--- src/hdl/iqbf_pkg.sv ---
// shared types and constants for the island quantum best-fit select unit
// no dependencies
package iqbf_pkg;

    // configuration register indexes
    localparam logic CFG_MIN_QUANT = 1'b0;
    localparam logic CFG_IDLE_MULT = 1'b1;

    localparam int unsigned MIN_QUANT_RESET = 1000;
    localparam int MULT_BITS = 8;
    localparam int ID_BITS = 4;

    // status from a serial divider back to its controller
    typedef struct packed {
        logic busy;
        logic done;
    } div_stat_t;

endpackage

--- src/hdl/iqbf_div.sv ---
// bit-serial restoring divider, one quotient bit per cycle
// depends on iqbf_pkg
module iqbf_div #(
    parameter int DW = 40,
    parameter int VW = 32
) (
    input  logic              clk,
    input  logic              rst_n,
    input  logic              start,
    input  logic [DW-1:0]     dividend,
    input  logic [VW-1:0]     divisor,
    output iqbf_pkg::div_stat_t stat,
    output logic [DW-1:0]     quotient,
    output logic [VW-1:0]     remainder
);
    import iqbf_pkg::*;

    localparam int CW = $clog2(DW + 1);

    logic [DW-1:0] shift_reg;
    logic [VW-1:0] rem_reg;
    logic [VW-1:0] dvs_reg;
    logic [CW-1:0] cnt_reg;
    logic          busy_reg;
    logic          done_reg;

    logic [VW:0]   trial;
    logic [VW:0]   diff;
    logic          ge;

    // shift the next dividend bit into the partial remainder
    assign trial = {rem_reg, shift_reg[DW-1]};
    assign diff  = trial - {1'b0, dvs_reg};
    assign ge    = ~diff[VW];

    always_ff @(posedge clk or negedge rst_n)
    begin
        if (!rst_n)
        begin
            cnt_reg  <= '0;
            busy_reg <= 1'b0;
            done_reg <= 1'b0;
        end
        else
        begin
            done_reg <= !start && busy_reg && (cnt_reg == CW'(1));
            if (start)
            begin
                cnt_reg  <= CW'(DW);
                busy_reg <= 1'b1;
            end
            else if (busy_reg)
            begin
                cnt_reg <= cnt_reg - 1'b1;
                if (cnt_reg == CW'(1))
                begin
                    busy_reg <= 1'b0;
                end
            end
        end
    end

    // datapath, no reset needed
    always_ff @(posedge clk)
    begin
        if (start)
        begin
            shift_reg <= dividend;
            rem_reg   <= '0;
            dvs_reg   <= divisor;
        end
        else if (busy_reg)
        begin
            // quotient bits enter at the bottom as dividend bits leave the top
            shift_reg <= {shift_reg[DW-2:0], ge};
            rem_reg   <= ge ? diff[VW-1:0] : trial[VW-1:0];
        end
    end

    assign stat.busy = busy_reg;
    assign stat.done = done_reg;
    assign quotient  = shift_reg;
    assign remainder = rem_reg;

endmodule

--- src/hdl/island_quantum_best_fit_select_unit.sv ---
// channel   direction  handshake            payload
// in        input      in_valid/in_stall    island descriptor, last_island ends a round
// out       output     out_valid/out_stall  one selection per round
// cfg       input      cfg_we               cfg_index, cfg_wdata
//
// each island passes through accept, load, the bit-serial divide of the extended
// quantum (COST_BITS + 8 steps) and update.
// the base and extended divides run side by side on two serial dividers.
// rst_n clears the running picks, the output register and sets register defaults.
// the result sits in an output register, so a stalled out does not block the
// next island; only a round end waits for the previous result to transfer.
// depends on iqbf_pkg and iqbf_div
module island_quantum_best_fit_select_unit #(
    parameter int MAX_ISLANDS = 16,
    parameter int COST_BITS   = 32
) (
    input  logic                 clk,
    input  logic                 rst_n,
    input  logic                 cfg_we,
    input  logic                 cfg_index,
    input  logic [COST_BITS-1:0] cfg_wdata,
    input  logic                 in_valid,
    output logic                 in_stall,
    input  logic [iqbf_pkg::ID_BITS-1:0] island_id,
    input  logic                 kernel_fits,
    input  logic [COST_BITS-1:0] group_cost,
    input  logic                 needs_reconfig,
    input  logic [COST_BITS-1:0] reconfig_cost,
    input  logic                 last_island,
    output logic                 out_valid,
    input  logic                 out_stall,
    output logic                 found,
    output logic [iqbf_pkg::ID_BITS-1:0] chosen_island,
    output logic [39:0]          group_count,
    output logic [31:0]          chosen_group_cost,
    output logic [31:0]          chosen_reconfig_cost,
    output logic                 used_extended
);
    import iqbf_pkg::*;

    localparam int CB = COST_BITS;
    localparam int NW = COST_BITS + MULT_BITS;

    typedef enum logic [1:0] {S_IDLE, S_LOAD, S_DIV, S_UPD} state_t;

    state_t state_reg;

    // configuration
    logic [CB-1:0]        min_quant_reg;
    logic [MULT_BITS-1:0] idle_mult_reg;

    // captured item
    logic [ID_BITS-1:0] id_reg;
    logic [CB-1:0]      g_reg;
    logic [CB-1:0]      r_reg;
    logic               last_reg;
    logic               elig_reg;
    logic [CB-1:0]      qb_reg;
    logic [NW-1:0]      qe_reg;
    logic               b_ok_reg;
    logic               e_ok_reg;

    // running picks
    logic               bv_reg;
    logic [ID_BITS-1:0] bi_reg;
    logic [CB-1:0]      bc_reg;
    logic [CB-1:0]      bg_reg;
    logic [CB-1:0]      br_reg;
    logic [CB-1:0]      bt_reg;
    logic               ev_reg;
    logic [ID_BITS-1:0] ei_reg;
    logic [NW-1:0]      ec_reg;
    logic [CB-1:0]      eg_reg;
    logic [CB-1:0]      er_reg;
    logic [NW-1:0]      et_reg;

    // output register
    logic               out_valid_reg;
    logic               found_reg;
    logic [ID_BITS-1:0] island_reg;
    logic [39:0]        count_reg;
    logic [31:0]        gcost_reg;
    logic [31:0]        rcost_reg;
    logic               ext_reg;

    logic               in_xfer;
    logic               out_xfer;
    logic               div_start;
    div_stat_t          b_stat;
    div_stat_t          e_stat;
    logic [CB-1:0]      b_quo;
    logic [CB-1:0]      b_rem;
    logic [NW-1:0]      e_quo;
    logic [CB-1:0]      e_rem;
    logic [CB-1:0]      b_dvd;
    logic [NW-1:0]      e_dvd;
    logic [CB-1:0]      tb;
    logic [NW-1:0]      te;
    logic               b_take;
    logic               e_take;
    logic               nbv;
    logic               nev;
    logic               use_ext;
    logic               can_finish;
    logic               emit;

    assign in_stall  = (state_reg != S_IDLE);
    assign in_xfer   = in_valid && !in_stall;
    assign out_xfer  = out_valid_reg && !out_stall;
    assign div_start = (state_reg == S_LOAD);

    assign b_dvd = qb_reg - r_reg;
    assign e_dvd = qe_reg - NW'(r_reg);

    iqbf_div #(.DW(CB), .VW(CB)) u_div_base (
        .clk       (clk),
        .rst_n     (rst_n),
        .start     (div_start),
        .dividend  (b_dvd),
        .divisor   (g_reg),
        .stat      (b_stat),
        .quotient  (b_quo),
        .remainder (b_rem)
    );

    iqbf_div #(.DW(NW), .VW(CB)) u_div_ext (
        .clk       (clk),
        .rst_n     (rst_n),
        .start     (div_start),
        .dividend  (e_dvd),
        .divisor   (g_reg),
        .stat      (e_stat),
        .quotient  (e_quo),
        .remainder (e_rem)
    );

    // total cost r + n*g equals quantum minus remainder
    assign tb = qb_reg - b_rem;
    assign te = qe_reg - NW'(e_rem);

    always_comb
    begin
        b_take = elig_reg && b_ok_reg && (b_quo != '0)
                 && (!bv_reg || (b_quo > bc_reg) || ((b_quo == bc_reg) && (tb < bt_reg)));
        e_take = elig_reg && e_ok_reg && (e_quo != '0)
                 && (!ev_reg || (e_quo > ec_reg) || ((e_quo == ec_reg) && (te < et_reg)));
        nbv     = bv_reg || b_take;
        nev     = ev_reg || e_take;
        use_ext = !nbv && (idle_mult_reg != '0) && nev;
        can_finish = !last_reg || !out_valid_reg || !out_stall;
        emit    = (state_reg == S_UPD) && can_finish && last_reg;
    end

    always_ff @(posedge clk or negedge rst_n)
    begin
        if (!rst_n)
        begin
            state_reg     <= S_IDLE;
            min_quant_reg <= CB'(MIN_QUANT_RESET);
            idle_mult_reg <= '0;
            bv_reg        <= 1'b0;
            bi_reg        <= '0;
            bc_reg        <= '0;
            bg_reg        <= '0;
            br_reg        <= '0;
            bt_reg        <= '0;
            ev_reg        <= 1'b0;
            ei_reg        <= '0;
            ec_reg        <= '0;
            eg_reg        <= '0;
            er_reg        <= '0;
            et_reg        <= '0;
            out_valid_reg <= 1'b0;
            found_reg     <= 1'b0;
            island_reg    <= '0;
            count_reg     <= '0;
            gcost_reg     <= '0;
            rcost_reg     <= '0;
            ext_reg       <= 1'b0;
        end
        else
        begin
            if (cfg_we)
            begin
                case (cfg_index)
                    CFG_MIN_QUANT: min_quant_reg <= cfg_wdata;
                    CFG_IDLE_MULT: idle_mult_reg <= cfg_wdata[MULT_BITS-1:0];
                    default: ;
                endcase
            end

            if (out_xfer && !emit)
            begin
                out_valid_reg <= 1'b0;
            end

            case (state_reg)
                S_IDLE:
                begin
                    if (in_xfer)
                    begin
                        state_reg <= S_LOAD;
                    end
                end
                S_LOAD:
                begin
                    state_reg <= S_DIV;
                end
                S_DIV:
                begin
                    // extended divide is never shorter than the base one
                    if (e_stat.done && !b_stat.busy)
                    begin
                        state_reg <= S_UPD;
                    end
                end
                S_UPD:
                begin
                    if (can_finish)
                    begin
                        state_reg <= S_IDLE;
                        if (last_reg)
                        begin
                            out_valid_reg <= 1'b1;
                            found_reg     <= nbv || use_ext;
                            ext_reg       <= use_ext;
                            if (nbv)
                            begin
                                island_reg <= b_take ? id_reg : bi_reg;
                                count_reg  <= 40'(b_take ? b_quo : bc_reg);
                                gcost_reg  <= 32'(b_take ? g_reg : bg_reg);
                                rcost_reg  <= 32'(b_take ? r_reg : br_reg);
                            end
                            else if (use_ext)
                            begin
                                island_reg <= e_take ? id_reg : ei_reg;
                                count_reg  <= 40'(e_take ? e_quo : ec_reg);
                                gcost_reg  <= 32'(e_take ? g_reg : eg_reg);
                                rcost_reg  <= 32'(e_take ? r_reg : er_reg);
                            end
                            else
                            begin
                                island_reg <= '0;
                                count_reg  <= '0;
                                gcost_reg  <= '0;
                                rcost_reg  <= '0;
                            end
                            // round over, start the next one empty
                            bv_reg <= 1'b0;
                            bi_reg <= '0;
                            bc_reg <= '0;
                            bg_reg <= '0;
                            br_reg <= '0;
                            bt_reg <= '0;
                            ev_reg <= 1'b0;
                            ei_reg <= '0;
                            ec_reg <= '0;
                            eg_reg <= '0;
                            er_reg <= '0;
                            et_reg <= '0;
                        end
                        else
                        begin
                            if (b_take)
                            begin
                                bv_reg <= 1'b1;
                                bi_reg <= id_reg;
                                bc_reg <= b_quo;
                                bg_reg <= g_reg;
                                br_reg <= r_reg;
                                bt_reg <= tb;
                            end
                            if (e_take)
                            begin
                                ev_reg <= 1'b1;
                                ei_reg <= id_reg;
                                ec_reg <= e_quo;
                                eg_reg <= g_reg;
                                er_reg <= r_reg;
                                et_reg <= te;
                            end
                        end
                    end
                end
                default:
                begin
                    state_reg <= S_IDLE;
                end
            endcase
        end
    end

    // item capture and quantum setup, no reset needed
    always_ff @(posedge clk)
    begin
        if (in_xfer)
        begin
            id_reg   <= island_id;
            g_reg    <= group_cost;
            r_reg    <= needs_reconfig ? reconfig_cost : '0;
            last_reg <= last_island;
            elig_reg <= kernel_fits && (group_cost != '0)
                        && (32'(island_id) < MAX_ISLANDS);
            qb_reg   <= min_quant_reg;
            qe_reg   <= NW'(min_quant_reg) * NW'(idle_mult_reg);
        end
        if (state_reg == S_LOAD)
        begin
            // reconfiguration must fit inside the quantum
            b_ok_reg <= (r_reg <= qb_reg);
            e_ok_reg <= (NW'(r_reg) <= qe_reg);
        end
    end

    assign out_valid            = out_valid_reg;
    assign found                = found_reg;
    assign chosen_island        = island_reg;
    assign group_count          = count_reg;
    assign chosen_group_cost    = gcost_reg;
    assign chosen_reconfig_cost = rcost_reg;
    assign used_extended        = ext_reg;

endmodule

--- config.mk ---
export PLATFORM = sky130hd
export DESIGN_NAME = island_quantum_best_fit_select_unit
export DESIGN_NICKNAME = d
export VERILOG_FILES = /design/src/hdl/iqbf_pkg.sv /design/src/hdl/iqbf_div.sv /design/src/hdl/island_quantum_best_fit_select_unit.sv
export SDC_FILE = /design/constraint.sdc
export NUM_CORES = 2
export LEC_CHECK = 0
export ABC_AREA = 1
export BUFFER_PORTS_ARGS = -buffer_cell sky130_fd_sc_hd__buf_2
export CORE_ASPECT_RATIO = 1.5
export CORE_UTILIZATION = 60
export CTS_CLUSTER_SIZE = 20
export DETAILED_ROUTE_END_ITERATION = 16
export PLACE_DENSITY = 0.78
export SYNTH_ARGS = -nofsm -noshare
export SYNTH_HDL_FRONTEND = slang
export SYNTH_HIERARCHICAL = 1
export SYNTH_SLANG_ARGS = --single-unit
export TNS_END_PERCENT = 30
--- constraint.sdc ---
create_clock -name clk -period 6.6 [get_ports clk]
set_clock_uncertainty 0.15 [all_clocks]
set_input_delay 0.99 -clock clk [delete_from_list [all_inputs] [get_ports clk]]
set_output_delay 0.99 -clock clk [all_outputs]
set_load 0.005 [all_outputs]
---- Yosys cells after proc, flatten, opt, wreduce, memory -nomap -nowiden ----
Cells that the tools add are included.
operators by class
  $mul .................................... 1
  $add $sub $neg .......................... 8
  magnitude comparators ................... 6
  multiplexer cells ....................... 57
  bitwise gates (word level) .............. 3
  eq/ne operators ......................... 10
  div/mod/pow operators ................... 0
  reductions and logical operators ........ 55
  shifts and indexed selects .............. 0
operators by type and width
  operator               count
  $mux W32               21
  $mux W40               8
  $sub A40 B32 Y40       2
  $sub A33 B32 Y33       2
  $reduce_bool A32 Y1    2
  $sub A32 B32 Y32       2
  $eq A40 B40 Y1         1
  $gt A40 B40 Y1         1
  $le A32 B40 Y1         1
  $lt A40 B40 Y1         1
  $mul A32 B8 Y40        1
  $reduce_bool A40 Y1    1
  $eq A32 B32 Y1         1
  $gt A32 B32 Y1         1
  $le A32 B32 Y1         1
  $lt A32 B32 Y1         1
  $mux W4                6
  $mux W6                4
  $logic_and A1 B1 Y1    19
  $mux W1                14
  $eq A6 B1 Y1 const B   2
  $reduce_and A3 Y1      4
  $sub A6 B1 Y6 const B  2
  $logic_not A1 Y1       10
  11 further kinds       32
storage, ports and cells
  ROM bits ................................ 0
  bits in registers ....................... 762
  memory bits (writable) .................. 0
  logic and storage cells ................. 181
  bits in latches ......................... 0
  memories ................................ 0
  bits of input ports ..................... 109
  output and inout bits ................... 112

---- Longest topological paths before layout ----
  depth in word-level cells ............... 11
  mapped depth ............................ 32
  mapped depth without buffers ............ 30

---- Hierarchy ----
The synthesis kept the hierarchy.
by module, submodules not included
  module                               seq. area each (um^2)  instances  area an instance (um^2)  cells an instance
  island_quantum_best_fit_select_unit  15217.1                1          45686.3                  6125
  iqbf_div at u_div_ext                3002.9                 1          7264.5                   1077
  iqbf_div at u_div_base               2762.6                 1          6920.4                   1040

---- Least setup slack after synthesis ----
No wires, ideal clock.
  path type ............................... register to register
  start point ............................. register idle_mult_reg[2]
  end point ............................... register qe_reg[34], data pin
  stages on the path, launching flop included .. 21
  buffers on the path ..................... 2
  arrival ................................. 4.513 ns
  clock period less this slack ............ 4.915 ns
  setup slack ............................. 1.685 ns
  required time ........................... 6.198 ns
  library setup time ...................... 0.252 ns
  path through ............................ dfrtp_1 > clkbuf_1 > clkbuf_1 > nand2_1 > fa_1 > fa_1 > inv_1 > fa_1 > inv_1 > fa_1 > inv_1 > ha_1 > inv_1 > o21ai_1 > a21oi_1 > o21ai_1 > a21boi_0 > o21ai_0 > nand3_1 > nand3_1 > nand2_1
on the way
  cells in the longest elaborated chain, start to end .. 1
ends and longest elaborated chain
  what                      line                                        RTL
  start: declaration        island_quantum_best_fit_select_unit.sv:50   logic [MULT_BITS-1:0] idle_mult_reg;
  start signal: assignment  island_quantum_best_fit_select_unit.sv:187  CFG_IDLE_MULT: idle_mult_reg <= cfg_wdata[MULT_BITS-1:0];
  $mul A32 B8 Y40           island_quantum_best_fit_select_unit.sv:305  qe_reg <= NW'(min_quant_reg) * NW'(idle_mult_reg);
  end signal: assignment    island_quantum_best_fit_select_unit.sv:305
  end: declaration          island_quantum_best_fit_select_unit.sv:59   logic [NW-1:0] qe_reg;
Every way passes these cells.
A chain may end at the register's enable or synchronous reset.

---- Final worst setup path ----
  start point ............................. register qb_reg[0]
  end point ............................... register count_reg[29] (netlist: group_count[29])
on the way
  cells in the longest elaborated chain, start to end .. 11
  elaborated cells between the ends (all ways) .. 12
  classes of those cells .................. add/sub (1); order compare (1); mux (3); reduce/logical (7)
ends and longest elaborated chain
  what                              line                                        RTL
  start: declaration                island_quantum_best_fit_select_unit.sv:58   logic [CB-1:0] qb_reg;
  start signal: assignment          island_quantum_best_fit_select_unit.sv:304  qb_reg <= min_quant_reg;
  $sub A32 B32 Y32 (*)              island_quantum_best_fit_select_unit.sv:138  assign tb = qb_reg - b_rem;
  $lt A32 B32 Y1 (*)                island_quantum_best_fit_select_unit.sv:144  && (!bv_reg || (b_quo > bc_reg) || ((b_quo == bc_reg) && (tb < bt_reg)));
  $logic_and A1 B1 Y1 (*)           island_quantum_best_fit_select_unit.sv:144
  $logic_or A1 B1 Y1 (*)            island_quantum_best_fit_select_unit.sv:144
  $logic_and A1 B1 Y1 (*)           island_quantum_best_fit_select_unit.sv:144
  $logic_or A1 B1 Y1                island_quantum_best_fit_select_unit.sv:147  nbv = bv_reg || b_take;
  $logic_not A1 Y1                  island_quantum_best_fit_select_unit.sv:149  use_ext = !nbv && (idle_mult_reg != '0) && nev;
  $logic_and A1 B1 Y1 (2 in a row)  island_quantum_best_fit_select_unit.sv:149
  $mux W40                          island_quantum_best_fit_select_unit.sv:234  else if (use_ext)
  $mux W40 (*)                      island_quantum_best_fit_select_unit.sv:227  if (nbv)
  end signal: assignment            island_quantum_best_fit_select_unit.sv:230  count_reg <= 40'(b_take ? b_quo : bc_reg);
  end signal: assignment            island_quantum_best_fit_select_unit.sv:237  count_reg <= 40'(e_take ? e_quo : ec_reg);
  end: declaration                  island_quantum_best_fit_select_unit.sv:81   logic [39:0] count_reg;
Every way passes the cells marked *; elsewhere a longest branch is shown, timed or not.

==> impl_metrics.yaml <==
floorplan:
  design.core.area_mm2: 0.0986
  fp.dieW_um: 260
  die_area_mm2: 0.101
  num_rows: 141
  start_util_pct: 60.7
  die_h_um: 389
  io_pins: 221
global_route:
  track_usage_pct: 44.7
  grt-ovfl-total: 0
  grt_max_degree: 184
  grt_pass1_wl_um: 335000
  grt_pass1_vias: 56300
  antenna_found_initial: 8
logic_synthesis:
  ys.warnings.count: 6
  synth.avg_cell_area_um2: 7.26
  syn_area_mm2: 0.0598
  synth.net_count: 8935
  syn_inst: 8238
timing:
  slew_viol_final: 0
  rsz0062_at_grt: "false"
  setup_ws_ps: 759
  worst_pin_slew_ps: 1250
  max_slew_margin_pct: 16.7
  finalSetupTns_ps: 0
  timing.hold.ws_ps: 169
  finalHoldViolations: 0
  setup_viol: 0
  fmax_mhz: 171
  finalCritPeriodShare_pct: 88.5
  post-route-min-period_ps: 5840
clocking:
  clockRootBuffer: "clkbuf_16"
  clk_path_buf_depth: 3
  ctsHoldBuffers: 0
  tritoncts: "yes"
  htreeDepth: 3
  postCtsSetupBuffers: 0
  clkSinkCount: 794
  insertion_delay_ps: 710
  cts_resized: 0
  clk_pin_slew_ps: 60
  cts_inserted_buffers: 82
route:
  dr.max_layer_used: "met5"
  drt_iter0_drc: 6726
  vias_per_cell: 5.96
  avgRoutedWirePerCell_um: 23.6
  vias: 57700
  met1_length_um: 78800
  wl_um: 228000
  dr_wl_met2_um: 103000
  dr.pass1.iters: 8
  wl_met3_um: 22200
  drc_errors: 0
  antenna_left: 0
power_and_ir_drop:
  leakage_uw: 0.0337
  p_per_area_mw_per_mm2: 622
  power_uw: 40300
  peakVddDrop_uv: 345
placement:
  io_buffers: 220
  gp_congestion: 1.03
  dp_hpwl_um: 175000
  dp_slack_ps: 977
run_status:
  status: "finished, final reports clean"
cells_and_area:
  drive_above_1_share_pct: 5.68
  mostFrequentLayoutCells: "nand2_1 (2420), inv_1 (1533), nand3_1 (978), dfrtp_1 (444), ha_1 (401)"
  area_delta_synth_final_pct: 8.23
  layout_commonest_cell: "nand2_1"
  nets: 9009
setup_path:
  crit_start: "qb_reg[0]"
  required_ps: 7000
  crit_type: "reg2reg"
  timing.rr.start: "qb_reg[0]"
  start_kind: "flip-flop"
  cp-end-kind: "flip-flop"
  worstPathMaxFanout: 56
  critical_path_arrival_ps: 6240
worst_hold_path:
  hold_path_class: "in2async"
run:
  maxCapViolCount: 0
## layer usage
metal,global-route usage (%),vias to the layer above
li1,-,26200
met1,50.5,27100
met2,70.9,3404
met3,10.1,939
met4,39.2,8
met5,0,-
## cell type report
class	count	area (um2)
antenna	5	12.5
clock buffer	113	2330
clock inverter	39	493
fill	8650	33900
inverter	1544	5810
multi-input combinational	5620	31900
sequential	794	21000
tap	1287	1610
timing repair buffer	270	1600
## where the power goes
part | internal, uW | switching (uW)
Clock | 2790 | 2190
Sequential | 7600 | 1910
Combinational | 8200 | 17600
Total | 18600 | 21700
## worst paths after layout
kind	end	slack, ps	depth (start not counted)
worst max-delay path	group_count[29]	760	24
worst min-delay path	bc_reg[8]	170	1
worst max register to register	group_count[29]	760	24
worst min register to register	bt_reg[16]	320	2
max in group asynchronous	chosen_group_cost[15]	4610	2
min in group clk	id_reg[2]	320	1
## per-stage QoR
| stage | util [%] | instance area (um2) | instances |
|---|---|---|---|
| finish | 65.7 | 64700 | 9672 |
| global route | 65.6 | 64700 | 9668 |
| CTS | 65.6 | 64700 | 9667 |
| detailed placement | 62.8 | 61900 | 9515 |
| global placement | 62.8 | 61900 | 9515 |
| floorplan | - | 59800 | 8238 |
## worst max-delay path: stages, from the launching register on
cell	delay (ps)
edfxtp_1	510
inv_1	280
ha_1	270
inv_1	90
fa_1	400
nand3_1	110
nand2_1	100
nand3_1	100
nand2_1	110
a21boi_0	510
o21ai_0	220
xor2_1	220
ha_1	310
nand2_1	50
nor2_1	140
nand4_1	160
a21oi_1	190
nor2_1	80
nand3_1	170
nand3_4	110
nand2_4	120
buf_4	690
nand2_1	110
nand3_1	350
nand3_1	120
No activity file was read; power rests on OpenSTA's default activity.
